[src/hfd_pkg.sv]
// ----------------------------------------------------------------------------
// hfd_pkg
// Shared constants and types of the huffman stream decoder.
// ----------------------------------------------------------------------------
package hfd_pkg;

    localparam int SYMBOL_COUNT  = 256;
    localparam int NODE_CAPACITY = 511;
    localparam int STACK_DEPTH   = 256;

    // tag byte that opens a leaf in the tree header
    localparam logic [7:0] LEAF_TAG = 8'h31;
    localparam int MSB_INDEX = 7;

    // request from the sequencer to the result stage
    typedef struct packed {
        logic       sym_en;
        logic       flush_en;
        logic       fault_en;
        logic [7:0] sym;
        logic       done;
    } res_req_t;

endpackage

[src/hfd_node_stack.sv]
// ----------------------------------------------------------------------------
// hfd_node_stack
// Stack of internal nodes still waiting for a child: node index plus a flag
// set once the left child is attached. One write port, one registered read.
// ----------------------------------------------------------------------------
module hfd_node_stack #(
    parameter int STACK_DEPTH = hfd_pkg::STACK_DEPTH,
    parameter int NODE_W      = 9,
    parameter int STK_AW      = $clog2(STACK_DEPTH)
) (
    input  logic              clk,
    input  logic              we,
    input  logic [STK_AW-1:0] waddr,
    input  logic              wside,
    input  logic [NODE_W-1:0] wnode,
    input  logic [STK_AW-1:0] raddr,
    output logic              rside,
    output logic [NODE_W-1:0] rnode
);

    logic [NODE_W:0] stack_mem [STACK_DEPTH];
    logic [NODE_W:0] rdata_reg;

    always_ff @(posedge clk)
    begin
        if (we)
        begin
            stack_mem[waddr] <= {wside, wnode};
        end
        rdata_reg <= stack_mem[raddr];
    end

    assign rside = rdata_reg[NODE_W];
    assign rnode = rdata_reg[NODE_W-1:0];

endmodule

[config.mk]
export PLATFORM = sky130hd
export DESIGN_NAME = hfd_node_stack
export DESIGN_NICKNAME = d
export VERILOG_FILES = /design/src/hfd_pkg.sv /design/src/hfd_node_stack.sv
export SDC_FILE = /design/constraint.sdc
export NUM_CORES = 2
export LEC_CHECK = 0
export ABC_AREA = 1
export BUFFER_PORTS_ARGS = -buffer_cell sky130_fd_sc_hd__clkbuf_2
export CAP_MARGIN = 15
export CORE_MARGIN = 10
export CORE_UTILIZATION = 45
export DETAILED_ROUTE_END_ITERATION = 16
export HOLD_SLACK_MARGIN = 0.03
export SLEW_MARGIN = 20
export SYNTH_ARGS = -nofsm -noshare
export SYNTH_HDL_FRONTEND = slang
export SYNTH_SLANG_ARGS = --single-unit
[constraint.sdc]
create_clock -name clk -period 2.8 [get_ports clk]
set_clock_uncertainty 0.1 [all_clocks]
set_input_delay 0.42 -clock clk [delete_from_list [all_inputs] [get_ports clk]]
set_output_delay 0.42 -clock clk [all_outputs]
set_load 0.005 [all_outputs]
Word level (Yosys, flattened, before mapping)
Memory sizes are Yosys's and may differ from the RTL's. A register that Yosys moved wholly into a read port is not among the register bits.
Cells that the tools add are included.
Widths: inputs -> output; s select.

word-level totals
  output and inout bits = 10
  register bits = 0
  bits of input ports = 28
  logic and storage cells = 3
  memories = 1
  RAM bits = 2,560

cells by class
  mux-type cells = 2

memories
  name       depth  width  read ports  clocked after memory_dff  write ports  RTL line              source
  stack_mem  256    10     1           1                         1            hfd_node_stack.sv:21  logic [NODE_W:0] stack_mem [STACK_DEPTH];

operators with widths
  cell    number
  $mux 1  2

Depth between registers and ports, before layout
  depth in word-level cells = 2
  depth in mapped cells = 14
  depth with buffers taken out = 11

Worst setup path before layout
No wires, ideal clock.

  kind = input -> register
  from = in we
  to = mem stack_mem[162][0] (netlist name) (enable)
  setup time = 0.376 ns
  path buffers = 2
  required time = 2.324 ns
  path slack = 0.700 ns
  stages = 4
  arrival = 1.624 ns
  cells stage by stage = clkbuf_1 nand3_1 clkbuf_1 nor2_1

on the way
  word-level cells in the longest chain between the ends = 2

RTL lines
  element                       RTL line              source
  start, declared               hfd_node_stack.sv:12  input logic we,
  $mux 1                        hfd_node_stack.sv:26  if (we)
  $mux 1 (not written as such)  hfd_node_stack.sv:28  stack_mem[waddr] <= {wside, wnode};
  end, declared                 hfd_node_stack.sv:21

Every way passes these cells.

Worst setup path in the final report
  from = reg rdata_reg[5], read port of stack_mem
  to = out rnode[5]

RTL lines
  element          RTL line              source
  start, declared  hfd_node_stack.sv:22  logic [NODE_W:0] rdata_reg;
  end, declared    hfd_node_stack.sv:18  output logic [NODE_W-1:0] rnode

No word-level cell between the ends.

==> results.md <==
Drt:
- The detailed-routing iteration count for the pre-antenna-repair pass is 6.
- The detail route stage leaves a number of antenna-violating nets equal to 0.
- Summing over every cut layer, the via total after detailed routing is 70,400.
- For this run, design rule violations remaining after detail routing come to 0.
- The routed length per placed instance is 25.0 um.
- The routed design has 308,000 um of wire.
- The per-cell via count in the routed design is 5.73.
- The count of routing violations after the opening detailed-route iteration is 9,202.

Power:
- The net switching share of the total power is 0.224.
- The net load switching power is 18,500 uW.
- The maximum resistive drop on vdd is 0.000566 V.
- Of the total power, combinational logic draws 0.066.
- The internal power of the cells totals 64,100 uW.
- The part of the power in the clock network is 0.420.
- The fraction of power consumed by sequential logic is 0.514.
- The analysis attributes to cell leakage a power of 0.0429 uW.
- In this run the power density over the cells is 685 mW/mm^2.

Clock tree:
- The number of hold buffers added after CTS was 11.
- The number of levels the H-tree was split into is 5.
- For this design, the sink count on the clock tree is 2,570.
- Clock tree synthesis inserted a total of 283 buffers.
- The post-cts resize count is 0.
- The clock reaches the later pin of the worst-skew pair after 930 ps.
- The CTS root buffer is sky130_fd_sc_hd__clkbuf_16.
- After clock tree synthesis, the setup repair step added 0 buffers.
- The clock tree from TritonCTS is yes.
- The clock transition at the register clock pins on the worst setup and hold paths after CTS is 60 ps.
- Counting along the longest clock path gives a buffer depth of 4.

Floorplanning:
- The standard-cell row count is 176.
- The die covers 0.250 sq mm.
- The initial utilization of the core area, before any placement, comes to 0.452.
- The die is 500 um tall.
- From left edge to right edge, the die measures 500 um.
- The total area inside the core boundary comes to 0.230 sq mm.
- The count of pins on the block boundary is 38.

Worst setup path:
- STA classifies the critical path endpoint as an output port.
- The critical path goes through clkbuf_2.
- On the critical path the largest part of the delay comes from flip-flops.
- The startpoint of the worst setup timing path is rdata_reg[5].
- The largest individual stage delay along the critical path comes from the cell sky130_fd_sc_hd__dfxtp_1.
- The data required time at the worst endpoint is 2280 ps.
- In this run the worst path has a maximum fanout of 1.
- The arrival time of the worst setup path is 1720 ps.
- The worst setup path is launched from a flip-flop.
- The number of buffers and inverters on the critical path is 1.
- The critical path is of the reg2out type.
- The setup slack on the worst flop-to-flop path is 650 ps.
- The biggest cell delay along the critical path is 600 ps.
- In this run the critical register-to-register path is launched from stack_mem[107][5].

Cells and area:
- The area growth from synthesis to layout is 16.2%.
- The final-layout fill cell count is 19,300.
- The final standard cell count with taps included and fillers excluded is 12,300.
- The proportion of layout cells with a drive suffix above 1 is 0.118.
- The top cell types in the final layout, fill and taps aside, are 2,636 x sky130_fd_sc_hd__nand2_1, 2,560 x sky130_fd_sc_hd__edfxtp_1, 2,523 x sky130_fd_sc_hd__nand3_1.
- The number of nets at the end of the flow is 9,110.
- The library cell used most frequently in the layout, excluding fill and tap cells, is sky130_fd_sc_hd__nand2_1.
- The flip-flop count of the largest register after layout is 2,560.

Yosys:
- When the netlist entered floorplanning its net count stood at 8,684.
- Of the synthesized area, sequential elements account for 0.743.
- In the post-synthesis netlist, the biggest area contributors are sky130_fd_sc_hd__edfxtp_1 74%, sky130_fd_sc_hd__nand3_1 12%, sky130_fd_sc_hd__nand2_1 9.6%, sky130_fd_sc_hd__buf_2 1.6%, sky130_fd_sc_hd__nor2_1 1.0%.
- Counting distinct cell types in the post-synthesis netlist gives 12.
- The synthesized area per cell is 12.0 sq um.
- The post-synthesis sequential element count is 2,570.
- The largest area contributor in the netlist is sky130_fd_sc_hd__edfxtp_1.
- The synthesized netlist occupies a cell area of 0.104 sq mm.
- The count of yosys warnings during synthesis is 0.
- The area fraction of the dominant cell type after synthesis is 0.741.
- Synthesis produced 8,656 cells.

Hold path:
- The worst hold path begins at raddr[6].
- The tightest min-delay check is of the in2reg type.

GRT:
- The global-route usage over all layers is 0.239.
- The via count of the first global-routing pass is 66,700.
- The first global-routing pass estimated 450,000 um of wire.
- After global routing the overflow that remains totals 0.
- The initial antenna violation count is 16.
- The largest net degree at the start of global routing is 94.

STA:
- The worst hold slack after final layout is 194 ps.
- In the finished design, the share of the clock period the worst path needs comes to 0.798.
- The minimum period implied by the final worst setup slack is 2240 ps.
- The maximum clock frequency is 0.447 GHz.
- The final count of negative-setup-slack endpoints is 0.
- The measured slew at the worst slew-check pin is 900 ps.
- The number of hold violations in the final report is 0.
- Measured against its own limit, the worst slew margin works out to 0.400.
- Setup repair after global routing left no endpoint under its margin.
- The count of pins over their slew limit is 0.

Flow run:
- Across the run, the number of max-cap violations was 0.

Placement:
- The number of port buffers is 37.
- The detailed placement HPWL is 188,000 um.
- The placed instance count is 11,800.
- The global placement routability congestion is 0.893.

Outcome:
- The run finished with clean final reports.
[final cells by class]
type	instances	area (sq um)	share of cell area
inverter	39	175	0.00145
clock buffer	363	7570	0.0628
multi-input combinational	5451	23600	0.196
tap	3026	3790	0.0314
sequential	2570	77100	0.639
clock inverter	107	833	0.00691
timing repair buffer	737	7470	0.0620
antenna	8	20.0	0.000166
[synthesized netlist by cell type]
library cell	count
sky130_fd_sc_hd__buf_4	60
sky130_fd_sc_hd__clkinv_1	2
sky130_fd_sc_hd__edfxtp_1	2560
sky130_fd_sc_hd__nand3_1	2523
sky130_fd_sc_hd__buf_1	63
sky130_fd_sc_hd__clkbuf_1	139
sky130_fd_sc_hd__nor2_1	283
sky130_fd_sc_hd__inv_1	33
sky130_fd_sc_hd__nand2_1	2645
sky130_fd_sc_hd__inv_2	4
sky130_fd_sc_hd__dfxtp_1	10
sky130_fd_sc_hd__buf_2	334
[power groups by stage]
| stage | clock, uW | sequential [uW] | combinational, uW |
|---|---|---|---|
| floorplan | 0 | 43200 | 2570 |
| global placement | 0 | 43300 | 5400 |
| detailed placement | 0 | 43300 | 5450 |
| CTS | 35100 | 42500 | 5480 |
| global route | 36700 | 42400 | 5880 |
| finish | 34700 | 42500 | 5480 |
[worst reg2reg max path: stages, from the launching register on]
cell and delay (ps):
sky130_fd_sc_hd__edfxtp_1 360, sky130_fd_sc_hd__nand2_1 80, sky130_fd_sc_hd__nand3_1 70, sky130_fd_sc_hd__nand3_1 140, sky130_fd_sc_hd__nand3_1 140, sky130_fd_sc_hd__nand3_1 310, sky130_fd_sc_hd__nand3_1 170, sky130_fd_sc_hd__nand3_1 370
sky130_fd_sc_hd__nand2_1 160, sky130_fd_sc_hd__nand2_1 80, sky130_fd_sc_hd__nand2_1 70
[cell families after synthesis]
logic type,Yosys count,synth area share
buf+inv,635,0.0292
flops,2570,0.743
simple gates,5451,0.228
[stage by stage]
| step | area (sq um) | power (uW) | setup WS [ps] | utilization | TNS [ps] |
|---|---|---|---|---|---|
| global placement | 112000 | 48700 | -178 | 0.488 | -1160 |
| global route | 121000 | 85000 | 553 | 0.525 | 0 |
| finish | 121000 | 82600 | 565 | 0.525 | 0 |
| detailed placement | 112000 | 48700 | -182 | 0.488 | -1070 |
| floorplan | 104000 | 45800 | 700 | - | 0 |
| CTS | 121000 | 83100 | 502 | 0.525 | 0 |
[worst paths after layout]
| check | depth (start not counted) | to |
|---|---|---|
| worst max-delay path | 1 | rnode[5] |
| worst min-delay path | 6 | rdata_reg[8] |
| worst max register to register | 10 | rdata_reg[5] |
| worst min register to register | 10 | rdata_reg[8] |
[layer usage]
layer  up-vias  global-route usage  share of wire
li1      31600                   -              -
met1     34800               0.327           0.40
met2      3439               0.382           0.47
met3       551              0.0422          0.091
met4         4              0.0885          0.038
met5         -                   0        0.00011
Power figures use the tool's default switching activity.
