<file path="src/hfd_pkg.sv">
// ----------------------------------------------------------------------------
// hfd_pkg
// Shared constants and types of the huffman stream decoder.
// ----------------------------------------------------------------------------
package hfd_pkg;

    localparam int SYMBOL_COUNT  = 256;
    localparam int NODE_CAPACITY = 511;
    localparam int STACK_DEPTH   = 256;

    // tag byte that opens a leaf in the tree header
    localparam logic [7:0] LEAF_TAG = 8'h31;
    localparam int MSB_INDEX = 7;

    // request from the sequencer to the result stage
    typedef struct packed {
        logic       sym_en;
        logic       flush_en;
        logic       fault_en;
        logic [7:0] sym;
        logic       done;
    } res_req_t;

endpackage

</file>
<file path="src/hfd_out_stage.sv">
// ----------------------------------------------------------------------------
// hfd_out_stage
// Result stage: one symbol is held back until the next one of the same byte
// or the end of the byte is known, so that the last word carries its flag.
// ----------------------------------------------------------------------------
module hfd_out_stage (
    input  logic             clk,
    input  logic             rst_n,
    input  hfd_pkg::res_req_t req,
    output logic             stage_free,
    output logic             out_valid,
    input  logic             out_ready,
    output logic [7:0]       symbol,
    output logic             last_of_run,
    output logic             file_done,
    output logic             fault
);

    logic       out_valid_reg, out_valid_next;
    logic [7:0] out_sym_reg, out_sym_next;
    logic       out_last_reg, out_last_next;
    logic       out_done_reg, out_done_next;
    logic       out_fault_reg, out_fault_next;
    logic       pend_valid_reg, pend_valid_next;
    logic [7:0] pend_sym_reg, pend_sym_next;
    logic       pend_done_reg, pend_done_next;

    assign stage_free = !out_valid_reg || out_ready;

    always_comb
    begin
        out_valid_next  = out_valid_reg && !out_ready;
        out_sym_next    = out_sym_reg;
        out_last_next   = out_last_reg;
        out_done_next   = out_done_reg;
        out_fault_next  = out_fault_reg;
        pend_valid_next = pend_valid_reg;
        pend_sym_next   = pend_sym_reg;
        pend_done_next  = pend_done_reg;

        if (stage_free)
        begin
            if (req.fault_en)
            begin
                out_valid_next = 1'b1;
                out_sym_next   = 8'h00;
                out_last_next  = 1'b1;
                out_done_next  = 1'b0;
                out_fault_next = 1'b1;
            end
            else if (req.sym_en)
            begin
                // the held symbol is not the last of its byte
                if (pend_valid_reg)
                begin
                    out_valid_next = 1'b1;
                    out_sym_next   = pend_sym_reg;
                    out_last_next  = 1'b0;
                    out_done_next  = pend_done_reg;
                    out_fault_next = 1'b0;
                end
                pend_valid_next = 1'b1;
                pend_sym_next   = req.sym;
                pend_done_next  = req.done;
            end
            else if (req.flush_en)
            begin
                if (pend_valid_reg)
                begin
                    out_valid_next = 1'b1;
                    out_sym_next   = pend_sym_reg;
                    out_last_next  = 1'b1;
                    out_done_next  = pend_done_reg;
                    out_fault_next = 1'b0;
                end
                pend_valid_next = 1'b0;
            end
        end
    end

    always_ff @(posedge clk or negedge rst_n)
    begin
        if (!rst_n)
        begin
            out_valid_reg  <= 1'b0;
            pend_valid_reg <= 1'b0;
        end
        else
        begin
            out_valid_reg  <= out_valid_next;
            pend_valid_reg <= pend_valid_next;
        end
    end

    always_ff @(posedge clk)
    begin
        out_sym_reg   <= out_sym_next;
        out_last_reg  <= out_last_next;
        out_done_reg  <= out_done_next;
        out_fault_reg <= out_fault_next;
        pend_sym_reg  <= pend_sym_next;
        pend_done_reg <= pend_done_next;
    end

    assign out_valid   = out_valid_reg;
    assign symbol      = out_sym_reg;
    assign last_of_run = out_last_reg;
    assign file_done   = out_done_reg;
    assign fault       = out_fault_reg;

    // a fault word closes its byte and never completes the file
    assert property (@(posedge clk) disable iff (!rst_n)
        (out_valid_reg && out_fault_reg) |-> (out_last_reg && !out_done_reg))
        else $error("fault word without last flag or with done flag");

    // a held symbol is pushed out when a new one of the same byte arrives
    assert property (@(posedge clk) disable iff (!rst_n)
        (stage_free && req.sym_en && !req.fault_en && pend_valid_reg)
            |=> (out_valid_reg && !out_last_reg))
        else $error("held symbol lost");

endmodule

</file>
<file path="config.mk">
export PLATFORM = sky130hd
export DESIGN_NAME = hfd_out_stage
export DESIGN_NICKNAME = d
export VERILOG_FILES = /design/src/hfd_pkg.sv /design/src/hfd_out_stage.sv
export SDC_FILE = /design/constraint.sdc
export NUM_CORES = 1
export LEC_CHECK = 0
export BUFFER_PORTS_ARGS = -buffer_cell sky130_fd_sc_hd__clkbuf_2
export CORE_UTILIZATION = 45
export CTS_BUF_LIST = sky130_fd_sc_hd__clkbuf_8
export DETAILED_ROUTE_END_ITERATION = 16
export GPL_ROUTABILITY_DRIVEN = 0
export HOLD_SLACK_MARGIN = 0.1
export PLACE_DENSITY = 0.74
export SLEW_MARGIN = 25
export SYNTH_ARGS = -nofsm -noshare
export SYNTH_HDL_FRONTEND = slang
export SYNTH_SLANG_ARGS = --single-unit
</file>
<file path="constraint.sdc">
create_clock -name clk -period 1.9 [get_ports clk]
set_input_delay 0.19 -clock clk [delete_from_list [all_inputs] [get_ports clk]]
set_output_delay 0.19 -clock clk [all_outputs]
set_load 0.02 [all_outputs]
</file>
# After elaboration in Yosys (flattened, before gate mapping)

Index checks and enable logic that the tools add are counted.

Add/sub/neg operators: 0
Multipliers: 0
Divide/modulo/power cells: 0
Magnitude comparators: 0
Eq/ne operators: 0
Shift-type cells: 0
Muxes and demuxes: 20
Bitwise gates (word level): 1
Reduce and logical (&&, ||, !) cells: 11

Operators with widths:

| cell                | count |
|---|---|
| 8-bit 2-to-1 mux    | 3 |
| 1-bit 2-to-1 mux    | 17 |
| 3-bit AND reduction | 3 |
| 2-bit nonzero test  | 2 |
| 3-bit nonzero test  | 1 |
| 1-bit logical NOT   | 2 |
| 2-bit AND reduction | 1 |
| 1-bit logical AND   | 1 |
| 1-bit logical OR    | 1 |
| 1-bit NOT           | 1 |

Bits in registers: 22
Bits in latches: 0
RAM bits: 0
Memory bits (read-only): 0
Bits of input ports: 15
Output and inout bits: 13
Memories kept: 0

# Depth between registers and ports, before layout

Depth in word-level cells: 7
Mapped depth: 3
Mapped depth without buffers: 3

# Worst setup path after synthesis

Ideal clock, no wire load.

Path type: flip-flop to flip-flop
Start: register out_valid_reg (netlist: out_valid)
End: register out_fault_reg (netlist: fault) (enable)
Data arrival time: 1.138 ns
Required time: 1.524 ns
Setup slack: 0.386 ns
Stages on the path, launching flop included: 3
Cells stage by stage: dfrtp_1 > and2b_1 > nor2_1

Cells in the longest elaborated chain, start to end: 3

Ends and longest elaborated chain:

| item                          | line                 | source |
|---|---|---|
| start: declaration            | hfd_out_stage.sv:19  | `logic out_valid_reg, out_valid_next;` |
| start signal: assignment      | hfd_out_stage.sv:90  | `out_valid_reg <= out_valid_next;` |
| 1-bit logical NOT             | hfd_out_stage.sv:28  | `assign stage_free = !out_valid_reg \|\| out_ready;` |
| 1-bit logical OR              | hfd_out_stage.sv:28  |  |
| 2-bit AND reduction (no line) | --                   |  |
| end signal: assignment        | hfd_out_stage.sv:100 | `out_fault_reg <= out_fault_next;` |
| end: declaration              | hfd_out_stage.sv:23  | `logic out_fault_reg, out_fault_next;` |

Every way passes these cells.
A chain may end at the register's enable or synchronous reset.

# Worst setup path in the final report

Start: register pend_valid_reg
End: register out_last_reg (netlist: last_of_run) (enable)

Cells in the longest elaborated chain, start to end: 2

Ends and longest elaborated chain:

| item                          | line                | source |
|---|---|---|
| start: declaration            | hfd_out_stage.sv:24 | `logic pend_valid_reg, pend_valid_next;` |
| start signal: assignment      | hfd_out_stage.sv:91 | `pend_valid_reg <= pend_valid_next;` |
| 2-bit nonzero test (no line)  | --                  |  |
| 3-bit AND reduction (no line) | --                  |  |
| end signal: assignment        | hfd_out_stage.sv:98 | `out_last_reg <= out_last_next;` |
| end: declaration              | hfd_out_stage.sv:21 | `logic out_last_reg, out_last_next;` |

Every way passes these cells.

==> reports/qor.txt <==
Die area = 2100 um^2
Layout area overhead = 30.9%
Final Hold Violating Endpoints = 0
Grt ovf = 0
Final Skew = 1.92 ps
Post-CTS setup buffers = 0
Final period util = 67.7%
Worst slew margin = 62.5%
Crit path max fanout = 12
Worst setup margin = 614 ps
Num rows = 15
Most common cell after layout, fill and taps aside = clkbuf_2
Cell Area, Synth = 866 um^2
Worst-margin pin slew = 562 ps
Crit path DAT = 1250 ps
Category of the most critical setup path = flop to flop
Layout cells sized above 1 = 36.2%
DRT antenna net count = 0
Final nets = 110
Total Routing Usage GR = 15.6%
RSZ-0062 raised after global routing = no
Synthesized flop and latch total = 22
Worst hold start = req[7]
Synth unique cells = 15
R2R depth = 2
Largest net degree at the start of global routing = 13
Status = finished, final reports clean
Syn Inst Count = 57
First-pass GRT wire length = 2260 um
Core area = 1760 um^2
Worst R2R Start = pend_valid_reg$_DFFE_PN0P_
Post-CTS Hold Buffers = 1
Min-delay worst type = primary input to flop
WL/cell = 12.5 um
Slew Limit Fails = 0
CTS max path bufs = 2
Hold Path Depth = 1
Diodes inserted = 0
Die width = 45.9 um
Filler cell count in the final layout = 170
Total power = 0.00107 W
VDD IR max = 640 uV
Routed WL = 1480 um
Starting Density = 49.1%
Mean Syn Cell Area = 15.2 um^2
Total negative slack = 0 ps
PD cells = 943 nW/um^2
CP Launch Type = flop
I/O pin total = 28
Drc violations = 0
Drt first pass iters = 4
Root Buffer Master = clkbuf_8
Most frequent cells in the layout = clkbuf_2, edfxtp_1, nor2_1
Die Y-Extent = 45.9 um
Clock slew at reported path FFs = 70 ps
Required time worst endpoint = 1870 ps
CTS resizes = 0
Maxcap violations = 0
Clk_lat worst skew = 250 ps
R2r setup slk = 610 ps
Sequential-to-total area share from yosys stat = 75.1%
Hpwl dp = 1010 um
Pre-CTS setup slack = 617 ps
Vias per inst = 4.71
Highest clock rate = 0.778 GHz
Final min period = 1290 ps
Port Buf Inserts = 27
TritonCTS buffer count = 3
Drt initial violations = 4
Final setup viols = 0
CTS HTree Levels = 1
Leak pwr = 0.497 nW
Post-synthesis net count = 72
R2R Path End = last_of_run$_SDFFCE_PP1P_
CTS tree = built
Worst hold endpoint = pend_sym_reg[6]$_DFFE_PP_
Vias in the first global route = 574
Vias = 561
Initial antenna violation count = 0
Synth warn = 0
Clock sink count = 22
Crit path capture type = flop
[layer usage]
layer	track usage, %	vias to the layer above	wire [um]
li1	-	276	-
met5	0	-	0
met2	25.1	24	704
met3	3.97	4	83
met1	18.8	257	671
met4	8.82	0	22
[cell usage after synthesis, drive strengths merged]
| master | instances | area (um^2) |
|---|---|---|
| a21oi | 1 | 5.00 |
| and2b | 1 | 7.51 |
| buf | 2 | 16.3 |
| dfrtp | 2 | 50.1 |
| edfxtp | 20 | 601 |
| inv | 3 | 11.3 |
| mux2i | 9 | 90.1 |
| nand2 | 1 | 3.75 |
| nand2b | 1 | 6.26 |
| nand3 | 1 | 5.00 |
| nor2 | 11 | 41.3 |
| nor3 | 1 | 5.00 |
| o21ai | 4 | 23.8 |
[worst max path at each step]
stage	startpoint	to	slack, ps	cells past startpoint
final	pend_valid_reg$_DFFE_PN0P_	last_of_run$_SDFFCE_PP1P_	610	2
after detailed placement	pend_valid_reg$_DFFE_PN0P_	last_of_run$_SDFFCE_PP1P_	620	2
after global placement	pend_valid_reg$_DFFE_PN0P_	last_of_run$_SDFFCE_PP1P_	650	2
after CTS	out_valid$_DFF_PN0_	stage_free	600	3
after global routing	pend_valid_reg$_DFFE_PN0P_	symbol[2]$_SDFFCE_PP0P_	540	2
after floorplan	out_valid$_DFF_PN0_	fault$_SDFFCE_PP1P_	390	2
[area by class of cell]
class / count / area, um^2 / share of cell area, %
multi-input cells: 30 / 188 / 16.6
repair buffers: 35 / 208 / 18.3
flip-flops and latches: 22 / 651 / 57.4
clock inverters: 1 / 3.75 / 0.331
well taps: 25 / 31.3 / 2.76
clock buffers: 3 / 41.3 / 3.64
inverters: 3 / 11.3 / 0.993
[worst max-delay path, cell delays in order, from the launching register on]
cell	delay, ps
dfrtp_1	700
o21ai_2	120
a21oi_1	180
[power by group]
part | switching, W | internal (W) | leakage, nW
sequential | 0.0000362 | 0.000578 | 0.215
combinational | 0.0000949 | 0.0000779 | 0.259
clock | 0.000138 | 0.000144 | 0.0231
[cell families (layout without fill, tap and decap cells)]
logic type / after synthesis / in the layout / share of synthesized area [%]
muxes: 9 / 9 / 10.4
DFF: 22 / 22 / 75.1
AOI/OAI and AO/OA: 5 / 5 / 3.32
and+or+nand+nor: 16 / 16 / 7.95
buffers and inverters: 5 / 42 / 3.18
[metrics by stage]
| stage | instances | hold slack, ps | cell area [um^2] | util (%) |
|---|---|---|---|---|
| 2_1_floorplan | 57 | -106 | 866 | - |
| 4_1_cts | 115 | 102 | 1090 | 62.0 |
| 5_1_grt | 119 | 103 | 1130 | 64.3 |
| 3_5_place_dp | 110 | -20.4 | 1040 | 58.9 |
| 6_report | 119 | 109 | 1130 | 64.3 |
| 3_3_place_gp | 110 | -20.6 | 1040 | 58.9 |
(Power assumes the default switching activity.)
